===== src/hdl/hamming_nearest_capped_match_unit_macros.svh =====
// ----------------------------------------------------------------------------
// Assertion macros for the hamming nearest capped match unit
// Each macro expands to a labeled concurrent assertion, or to nothing when
// SYNTHESIS is defined.
// ----------------------------------------------------------------------------
`ifndef HAMMING_NEAREST_CAPPED_MATCH_UNIT_MACROS_SVH
`define HAMMING_NEAREST_CAPPED_MATCH_UNIT_MACROS_SVH
`ifndef SYNTHESIS
`define HNM_ASSERT_IMPL(label, clk, rst_n, a, c) \
    label: assert property (@(posedge clk) disable iff (!rst_n) (a) |-> (c)) \
    else $error("assertion failed");
`define HNM_ASSERT_NEXT(label, clk, rst_n, a, c) \
    label: assert property (@(posedge clk) disable iff (!rst_n) (a) |=> (c)) \
    else $error("assertion failed");
`else
`define HNM_ASSERT_IMPL(label, clk, rst_n, a, c)
`define HNM_ASSERT_NEXT(label, clk, rst_n, a, c)
`endif
`endif


===== src/hdl/hnm_pkg.sv =====
// ----------------------------------------------------------------------------
// hnm_pkg
// Shared types and constants of the nearest capped match unit.
// ----------------------------------------------------------------------------
package hnm_pkg;
    localparam int DESC_BITS_DEF  = 256;
    localparam int MAX_MODELS_DEF = 256;
    localparam int IN_BITS        = 256;
    localparam int DIST_W         = 9;
    localparam int IDX_W          = 8;
    localparam int CNT_W          = 9;

    localparam logic OP_LOAD  = 1'b0;
    localparam logic OP_QUERY = 1'b1;

    localparam logic [1:0] REG_K_LIMIT      = 2'd0;
    localparam logic [1:0] REG_MODEL_COUNT  = 2'd1;
    localparam logic [1:0] REG_FIRST_COLUMN = 2'd2;

    typedef enum logic [1:0] {
        t_ST_IDLE,
        t_ST_SCAN,
        t_ST_DRAIN,
        t_ST_DECIDE
    } t_state;

    // one beat handed from the front to the back
    typedef struct packed {
        logic                op;
        logic [IDX_W-1:0]    entry_index;
        logic [15:0]         query_id;
        logic [IN_BITS-1:0]  desc;
    } t_item;
endpackage


===== src/hdl/hnm_front.sv =====
// ----------------------------------------------------------------------------
// hnm_front
// Takes command beats, masks the descriptor and queues them for the back end.
// Two-entry queue.
// ----------------------------------------------------------------------------
module hnm_front
    import hnm_pkg::*;
#(
    parameter int DESC_BITS = DESC_BITS_DEF
) (
    input  logic        i_clk,
    input  logic        i_rst_n,
    input  logic        i_push,
    input  t_item       i_item,
    output logic        o_full,
    output logic        o_valid,
    output t_item       o_item,
    input  logic        i_pop
);
    `include "hamming_nearest_capped_match_unit_macros.svh"

    t_item       r_q [2];
    logic        r_wp, r_rp;
    logic [1:0]  r_cnt;
    logic [1:0]  n_cnt;
    t_item       masked;

    always_comb begin
        masked = i_item;
        masked.desc = i_item.desc & IN_BITS'({DESC_BITS{1'b1}});
    end

    always_comb begin
        n_cnt = r_cnt + {1'b0, i_push} - {1'b0, i_pop};
    end

    always_ff @(posedge i_clk) begin
        if (!i_rst_n) begin
            r_wp  <= 1'b0;
            r_rp  <= 1'b0;
            r_cnt <= 2'd0;
        end else begin
            if (i_push) r_wp <= ~r_wp;
            if (i_pop)  r_rp <= ~r_rp;
            r_cnt <= n_cnt;
        end
    end

    always_ff @(posedge i_clk) begin
        if (i_push) begin
            r_q[r_wp] <= masked;
        end
    end

    assign o_full  = r_cnt == 2'd2;
    assign o_valid = r_cnt != 2'd0;
    assign o_item  = r_q[r_rp];

    `HNM_ASSERT_IMPL(a_no_overflow, i_clk, i_rst_n, o_full, !i_push)
    `HNM_ASSERT_IMPL(a_no_underflow, i_clk, i_rst_n, !o_valid, !i_pop)
    `HNM_ASSERT_NEXT(a_cnt_step, i_clk, i_rst_n, i_push && !i_pop, r_cnt != 2'd0)
endmodule


===== config.mk =====
export PLATFORM = sky130hd
export DESIGN_NAME = hnm_front
export DESIGN_NICKNAME = d
export VERILOG_FILES = /design/src/hdl/hnm_pkg.sv /design/src/hdl/hnm_front.sv
export VERILOG_INCLUDE_DIRS = /design/src /design/src/hdl
export SDC_FILE = /design/constraint.sdc
export NUM_CORES = 1
export LEC_CHECK = 0
export ABC_AREA = 1
export BUFFER_PORTS_ARGS = -buffer_cell sky130_fd_sc_hd__buf_2
export CAP_MARGIN = 25
export CORE_AREA = 3 3 217 219
export DETAILED_ROUTE_END_ITERATION = 10
export DIE_AREA = 0 0 220 222
export GPL_TIMING_DRIVEN = 1
export PLACE_DENSITY_LB_ADDON = 0.15
export SKIP_LAST_GASP = 1
export SLEW_MARGIN = 20
export SYNTH_ARGS = -nofsm -noshare
export SYNTH_HDL_FRONTEND = slang
export SYNTH_SLANG_ARGS = --single-unit

===== constraint.sdc =====
create_clock -name i_clk -period 43.3 [get_ports i_clk]
set_clock_uncertainty 0.2 [all_clocks]
set_input_delay 4.33 -clock i_clk [delete_from_list [all_inputs] [get_ports i_clk]]
set_output_delay 4.33 -clock i_clk [all_outputs]
set_load 0.005 [all_outputs]

==> results.cfg, run 1 <==
[synth]
ys_seq_area_frac = 0.814
synthTopCellsByArea = edfxtp_1 (81%), mux2_2 (10%), mux2_4 (6.5%)
synth_fa_ha_area_frac = 0.00120
synth_most_common_cell = edfxtp_1
synth_top_area_cell = edfxtp_1
synth-simple-area-share = 0.00330
syn_inst = 907
synthTopCellsByCount = edfxtp_1 (562), mux2_2 (191), mux2_4 (90), buf_4 (11)
yosys_warnings = 0
syn_area_per_cell_sq_um = 23.0
synth-compound-area-share = 0.000240
synth_top_area_frac = 0.809
synth_top_family_by_area = multiplexers
ys_seq_elements = 567
synth-main-ff-cell = edfxtp_1
ys_types = 13
synthXorXnorAreaFrac = 0
netlist_area_sq_um = 20800
synth_edf_count = 562
syn_nets = 1194
synth_mux_area_frac = 0.168
async_flop_share = 0

[setup_path]
crit_fanout = 153
start_kind = register
crit_slowest_cell = buf_12
max_stage_delay_ns = 0.69
worstPathArrival_ns = 3.42
required_ns = 38.77
endpoint_kind = output pin
critPathKind = register to output pin
worstPathCellList = buf_4 -> buf_12 -> mux2_2 -> buf_2
worst-path-buf-inv = 3
rr_startpoint = r_wp
critPathTopFamily = buffers and inverters

[route]
viasPerCell = 4.89
drt_iter0_markers = 555
drc_errors = 0
wl_met3_microns = 5150
vias = 10600
drt_pre_antenna_iters = 4
met1_length_microns = 17400
detail-route-antenna-nets = 0
wl_per_cell_microns = 21.6
highest_layer = met5
drt_wl_total_microns = 46900
met2_length_microns = 22700

[floorplan]
die_w_microns = 220
dieArea_sq_um = 48800
initial_core_util = 0.460
placement_rows = 78
core_sq_um = 45300
ios = 568
fp.dieH_microns = 222

[pwr]
vdd_drop_max_v = 0.0000374
powerDensity_nw_per_um2 = 46.0
p_total_w = 0.00120
leakage_nw = 9.91

[sta]
finalCritPeriodShare = 0.184
worst_pin_slew_ns = 1.09
hold_viol = 0
slew_viol_final = 0
rsz0062_at_grt = false
setup_violations = 0
setup_tns_ns = 0
hold_ws_ns = 0.308
slew_headroom = 0.275
min_period_ns = 7.95
clock.fmax_mhz = 126

[clock_tree]
cts_num_sinks = 567
cts_hold_buf = 0
cts_max_level = 2
cts.clk_slew.worst_paths_ns = 0.06
clk_latency_ns = 0.58
cts-root-buf = clkbuf_16
cts_tree = built
cts_resized = 0
cts_buffers = 57
cts_max_path_buffers = 3
cts_setup_buffers = 0

[final_layout]
synthToLayoutAreaGrowth_pct = 24.8
nets = 1797
layout-drive-gt1-share = 0.598
final_cell_count_no_fill = 2169

[placed_design]
placed_cells = 2051
dp_hpwl_microns = 32000
gp_congestion = 0.766
portBuffers = 567

[global_routing]
track_usage = 0.185
grt_overflow = 0
grt_pass1_vias = 11100
grt_max_degree = 154
grt_pass1_wl_microns = 66800
antenna_found_initial = 24

[hold_path]
hold_path_startpoint = r_rp
hold_path.class = register to register

[flow_run]
max_cap_viol_count = 0

[run_status]
status = completed
## per-layer routing
layer | up-vias | track usage
met5 | - | 0
met4 | 20 | 0.0812
met3 | 104 | 0.0826
met2 | 432 | 0.297
met1 | 5194 | 0.214
li1 | 4847 | -
## report_power, final
group	switching (W)	internal, W	total (W)
combinational	0.0000537	0.0000536	0.000107
clock	0.000193	0.000253	0.000446
sequential	0.00000688	0.000637	0.000644
total	0.000253	0.000944	0.00120
## registers in the layout, indices dropped and copies added (netlist names), named ones only
name	count
r_wp	1
r_cnt	2
r_rp	1
r_q	562
## kinds of logic (layout without fill, tap and decap cells)
logic type               Yosys count  in the layout
AO/OA/AOI/OAI                      1              1
adder cells (fa/ha/maj)            2              2
buffers and inverters             38            684
flip-flops                       567            567
multiplexers                     281            281
other                              0             16
AND/OR/NAND/NOR                   18             18
## metrics by stage
| stage | cell area [sq um] | worst slack [ns] | util |
|---|---|---|---|
| after floorplan | 20800 | 26.06 | - |
| after global placement | 24300 | 35.61 | 0.537 |
| after detailed placement | 24300 | 35.65 | 0.537 |
| final | 26000 | 35.35 | 0.575 |
| after CTS | 26000 | 35.30 | 0.574 |
| after global routing | 26000 | 35.12 | 0.574 |
## final timing paths
check                end  slack [ns]  cells after the start
max          o_item[166]       35.35                      4
min             register        0.31                      2
max reg2reg  r_q[0][104]       39.90                      3
min reg2reg     register        0.31                      2
## worst register-to-register path, cell delays in order (launching register included)
cell and delay (ns):
dfxtp_1 0.34, nor2_4 0.72, buf_4 0.79, buf_4 0.90
## final cells by class
class | count | area (sq um)
Antenna cell | 16 | 40.0
Clock buffer | 75 | 1540
Clock inverter | 27 | 148
Fill cell | 3546 | 19300
Inverter | 7 | 33.8
Multi-Input combinational cell | 302 | 3610
Sequential cell | 567 | 17000
Tap cell | 600 | 751
Timing Repair Buffer | 575 | 2920
## cells in the final DEF (no fill, tap or decap)
cell	Yosys	final
inv_1	7	6
edfxtp_1	562	562
inv_8	0	1
clkbuf_16	0	59
ha_1	2	2
inv_6	0	2
nor2_1	8	7
clkinv_2	0	8
nand3_1	1	1
diode_2	0	16
nand2_1	9	9
bufinv_16	0	1
a21oi_1	1	1
mux2_4	90	90
buf_12	0	2
mux2_2	191	191
buf_2	10	567
clkinv_1	0	16
dfxtp_4	0	1
buf_4	11	6
nor2_4	0	1
dfxtp_1	5	4
clkbuf_1	0	16
Power figures use the tool's default switching activity.
==> run 2, diff against run 1 <==
--- a/config.mk
+++ b/config.mk
@@ -6,7 +6,7 @@
 export SDC_FILE = /design/constraint.sdc
 export NUM_CORES = 1
 export LEC_CHECK = 0
-export ABC_AREA = 1
+export ABC_AREA = 0
 export BUFFER_PORTS_ARGS = -buffer_cell sky130_fd_sc_hd__buf_2
 export CAP_MARGIN = 25
 export CORE_AREA = 3 3 217 219
==> constraint.sdc (replaced) <==
create_clock -name i_clk -period 8.1 [get_ports i_clk]
set_clock_uncertainty 0.2 [all_clocks]
set_input_delay 0.81 -clock i_clk [delete_from_list [all_inputs] [get_ports i_clk]]
set_output_delay 0.81 -clock i_clk [all_outputs]
set_load 0.005 [all_outputs]
==> run 2 against run 1 <==
Against the previous run:
- flip-flop and latch count is the same
- clock-buffer cell count shrank 9
- final area grew 1.5%
- non-clock buffer count grew 5
- register-to-register slack lost 34 ns
- critical path depth shrank 1
- final cell count shrank 0.18%
- synthesized cell count shrank 1.3%
- sequential share of layout area shrank 0.97 points
- critical path type unchanged
- highest routed layer unchanged
==> results.cfg, run 2 <==
[synth]
syn_nets = 1182
netlist_area_sq_um = 20900
synthTopCellsByArea = edfxtp_1 (81%), mux2_2 (10%), mux2_4 (6.5%)
ys_types = 15
async_flop_share = 0
ys_seq_elements = 567
synth_most_common_cell = edfxtp_1
synth_edf_count = 562
ys_seq_area_frac = 0.814
syn_area_per_cell_sq_um = 23.3
synth_top_area_frac = 0.809
yosys_warnings = 0
syn_inst = 895
synth-main-ff-cell = edfxtp_1
synthTopCellsByCount = edfxtp_1 (562), mux2_2 (191), mux2_4 (90), buf_4 (11)
synth_top_area_cell = edfxtp_1

[clock_tree]
cts_tree = built
cts.clk_slew.worst_paths_ns = 0.06
cts_hold_buf = 0
clk_latency_ns = 0.59
cts_resized = 0
cts-root-buf = clkbuf_16
cts_max_level = 2
cts_setup_buffers = 0
cts_buffers = 57
cts_max_path_buffers = 3
cts_num_sinks = 567

[pwr]
power_switching_share = 0.207
p_comb_frac = 0.093
p_int_w = 0.00544
vdd_drop_max_v = 0.000245
p_total_w = 0.00685
leakage_nw = 10.1
pwr-share-clk = 0.404
seq_power_share = 0.503
power.switching_w = 0.00142
powerDensity_nw_per_um2 = 259

[sta]
finalCritPeriodShare = 0.480
setup_violations = 0
slew_viol_final = 0
hold_viol = 0
worst_pin_slew_ns = 0.968
setup_tns_ns = 0
hold_ws_ns = 0.203
clock.fmax_mhz = 257
rsz0062_at_grt = false
slew_headroom = 0.355
min_period_ns = 3.89

[route]
viasPerCell = 4.91
drc_errors = 0
detail-route-antenna-nets = 0
wl_per_cell_microns = 22.2
drt_wl_total_microns = 48100
vias = 10600
drt_pre_antenna_iters = 4
drt_iter0_markers = 625

[final_layout]
top_register = r_q
layout-drive-gt1-share = 0.615
final_cell_mix = buf_2 (567), edfxtp_1 (562), mux2_2 (191), mux2_4 (90), clkbuf_16 (59)
nets = 1790
fin_area_sq_um = 26400
synthToLayoutAreaGrowth_pct = 26.7
top_regs = r_q x562, r_cnt x2
fillers = 3507
largest_reg_flops = 562
layout_commonest_cell = buf_2

[setup_path]
worstPathArrival_ns = 2.88
rr_startpoint = r_wp
worstReg2RegEnd = r_q[1][200]
start_kind = register
crit_fanout = 56
endpoint_kind = output pin
reg2reg_slack_ns = 5.56
rr_worst_depth = 3
required_ns = 7.09
critPathKind = register to output pin

[placed_design]
gp_congestion = 0.795
dp_hpwl_microns = 33300
placed_area_sq_um = 24300
portBuffers = 567

[floorplan]
die_w_microns = 220
placement_rows = 78
initial_core_util = 0.460
ios = 568
fp.dieH_microns = 222
core_sq_um = 45300
dieArea_sq_um = 48800

[global_routing]
track_usage = 0.189
antenna_found_initial = 25
grt_pass1_vias = 11100
grt_max_degree = 142
grt_pass1_wl_microns = 68700
grt_overflow = 0

[flow_run]
max_cap_viol_count = 0

[hold_path]
hold_path_startpoint = i_item[78]
holdPathStages = 1
holdPathEnd = r_q[0][78]
hold_path.class = input pin to register

[run_status]
status = completed
run 2: cell count changes in the layout (fill, tap and decap cells not counted), moves of 2 or more:
cell,previous run,this run
and2_1,0,3
clkinv_2,8,11
bufinv_16,1,12
nor2b_1,0,3
inv_1,6,2
clkbuf_1,16,7
nor2_1,7,0
buf_16,0,2
buf_4,6,9
nand2_1,9,0
clkinv_1,16,11
run 2: worst max path at each step:
stage / cells past startpoint / startpoint / endpoint / slack (ns)
after floorplan: 1 / i_push / r_q[1][0] / 0.11
after global placement: 3 / i_push / r_q[0][267] / 4.78
after detailed placement: 3 / i_push / r_q[0][101] / 4.73
after CTS: 3 / register / o_item[48] / 4.15
after global routing: 3 / register / o_item[2] / 4.04
final: 3 / register / o_item[48] / 4.21
run 2: area by class of cell:
| type | instances | area, sq um | share of cell area |
|---|---|---|---|
| timing repair buffer | 580 | 3000 | 0.114 |
| clock buffer | 66 | 1500 | 0.0569 |
| tap | 600 | 751 | 0.0284 |
| antenna | 16 | 40.0 | 0.00152 |
| clock inverter | 39 | 499 | 0.0189 |
| multi-input combinational | 295 | 3630 | 0.138 |
| inverter | 2 | 7.51 | 0.000284 |
| sequential | 567 | 17000 | 0.643 |
run 2: kinds of logic after synthesis:
group | Yosys count | synth area share
compound gates | 1 | 0.000360
simple gates | 9 | 0.00270
mux | 281 | 0.168
fa+ha+maj | 2 | 0.00120
buf+inv | 33 | 0.0121
flops | 567 | 0.814
xor+xnor | 2 | 0.00150
run 2: worst max-delay path, cell delays in order, from the launching register on:
cell     delay, ns
dfxtp_4       0.88
buf_4         0.70
mux2_2        0.42
buf_2         0.13
run 2: stage by stage:
| step | utilization | instances | setup slack (ns) |
|---|---|---|---|
| 2_1_floorplan | - | 895 | 0.112 |
| 3_3_place_gp | 0.537 | 2042 | 4.78 |
| 3_5_place_dp | 0.537 | 2042 | 4.73 |
| 4_1_cts | 0.581 | 2147 | 4.15 |
| 5_1_grt | 0.583 | 2162 | 4.04 |
| 6_report | 0.583 | 2165 | 4.21 |
run 2: metal layers:
layer	vias to the layer above	wire, microns	global-route usage
met5	-	151	0
met4	22	1700	0.0789
met3	111	4980	0.0783
met2	444	23700	0.313
met1	5238	17600	0.218
li1	4822	-	-
run 2: power by group through the flow:
stage,registers (W),clock network [W],logic (W)
floorplan,0.00351,0,0.000351
global placement,0.00350,0,0.000638
detailed placement,0.00351,0,0.000645
CTS,0.00345,0.00284,0.000648
global route,0.00346,0.00296,0.000691
finish,0.00345,0.00277,0.000638
==> run 3, diff against run 2 <==
==> constraint.sdc (replaced) <==
create_clock -name i_clk -period 4 [get_ports i_clk]
set_clock_uncertainty 0.2 [all_clocks]
set_input_delay 0.4 -clock i_clk [delete_from_list [all_inputs] [get_ports i_clk]]
set_output_delay 0.4 -clock i_clk [all_outputs]
set_load 0.005 [all_outputs]
==> run 3 against run 2 <==
Against the previous run:
- sequential share of layout area shrank 5.8 points
- hold slack improved by 0.12 ns
- worst setup slack got worse by 3.3 ns
- die area did not move
- clock power increased by 76%
==> results.cfg, run 3 (same netlist as run 2, synthesis figures left out) <==
[setup_path]
worstPathCellList = buf_12 -> mux2_2 -> buf_2
worstPathArrival_ns = 2.44
crit_fanout = 59
crit_slowest_cell = dfxtp_4
endpoint_kind = output pin
max_stage_delay_ns = 0.81
required_ns = 3.40
critPathKind = register to output pin
start_kind = register

[pwr]
powerDensity_nw_per_um2 = 462
leakage_nw = 11.1
vdd_drop_max_v = 0.000390

[final_layout]
fin_area_sq_um = 29000
top_register = r_q
layout_commonest_cell = buf_2
final_cell_mix = buf_2 (567), edfxtp_1 (562), dlygate4sd3_1 (285), mux2_2 (191), mux2_4 (90)
layout-drive-gt1-share = 0.512
largest_reg_flops = 562
final_cell_count_no_fill = 2438
synthToLayoutAreaGrowth_pct = 39.2
final_core_util = 0.641
top_regs = r_q x562, r_cnt x2
nets = 2082

[clock_tree]
cts_num_sinks = 567
cts_setup_buffers = 0
cts_max_path_buffers = 3
cts.clk_slew.worst_paths_ns = 0.06
clk_latency_ns = 0.59
cts_resized = 0
cts_tree = built
cts_buffers = 57
cts-root-buf = clkbuf_16
cts_hold_buf = 285
cts_max_level = 2

[global_routing]
antenna_found_initial = 5
grt_pass1_wl_microns = 76500
grt_overflow = 0
grt_pass1_vias = 13000
grt_max_degree = 114
track_usage = 0.207

[floorplan]
dieArea_sq_um = 48800
core_sq_um = 45300
fp.dieH_microns = 222
ios = 568
initial_core_util = 0.460
die_w_microns = 220
placement_rows = 78

[route]
wl_per_cell_microns = 21.1
detail-route-antenna-nets = 0
drc_errors = 0
drt_wl_total_microns = 51500
viasPerCell = 4.83
drt_iter0_markers = 668
vias = 11800
drt_pre_antenna_iters = 4

[flow_run]
max_cap_viol_count = 0

[hold_path]
hold_path.class = input pin to register

[placed_design]
portBuffers = 567
dp_hpwl_microns = 34300
placed_area_sq_um = 24500
gp_congestion = 0.806
placed_cells = 2051
post-place-ws_ns = 1.53

[sta]
setup_violations = 0
finalCritPeriodShare = 0.761
worst_pin_slew_ns = 0.736
hold_viol = 0
slew_viol_final = 0
clock.fmax_mhz = 329
rsz0062_at_grt = false
slew_headroom = 0.509
layout_setup_ws_ns = 0.956
min_period_ns = 3.04

[run_status]
status = completed
==> run 3: changes by cell type in the layout (fill, tap and decap cells not counted), sizes merged <==
cell,delta
buf,+7
clkinv,-7
clkbuf,+9
bufinv,-9
inv,-1
dlygate4sd3,+285
diode,-11
==> run 3: cell type report <==
cell class                 instances  area [sq um]
inverter                           2          7.51
clock buffer                      75          1490
sequential                       567         17000
timing repair buffer             872          5970
antenna                            5          12.5
multi-input combinational        295          3630
tap                              600           751
clock inverter                    22           180
fill                            3190         16300
==> run 3: per-layer routing <==
metal  track usage  vias up  wire length (microns)
li1              -     5389                      -
met1         0.237     5836                  18900
met2         0.361      445                  26400
met3        0.0707       97                   4600
met4        0.0742        0                   1630
met5             0        -                      0
==> run 3: metrics by stage <==
| stage | total power, W | setup TNS (ns) | hold WS (ns) |
|---|---|---|---|
| floorplan | 0.00780 | -492.32 | 0.299 |
| global placement | 0.00841 | 0 | 0.357 |
| detailed placement | 0.00844 | 0 | 0.367 |
| CTS | 0.0136 | 0 | 0.266 |
| global route | 0.0139 | 0 | 0.298 |
| finish | 0.0134 | 0 | 0.326 |
==> run 3: report_power, final <==
group / leakage [nW] / internal, W / switching, W
logic: 5.02 / 0.000871 / 0.000700
clock network: 0.810 / 0.00279 / 0.00209
registers: 5.32 / 0.00688 / 0.0000936
total: 11.1 / 0.0105 / 0.00288
==> run 3: final timing paths <==
path | startpoint | to | slack [ns] | cells past startpoint
setup reg to reg | r_wp | r_q[1][170] | 2.00 | 2
setup / recovery | register | o_item[103] | 0.96 | 3
hold / removal | i_item[9] | r_q[0][9] | 0.33 | 2
hold reg to reg | r_rp | register | 0.38 | 2
==> run 3: worst max-delay path: cells and delay by family, from the launching register on <==
family / cells / cell delay (ns)
buf+inv: 2 / 0.58
mux: 1 / 0.39
flops: 1 / 0.81
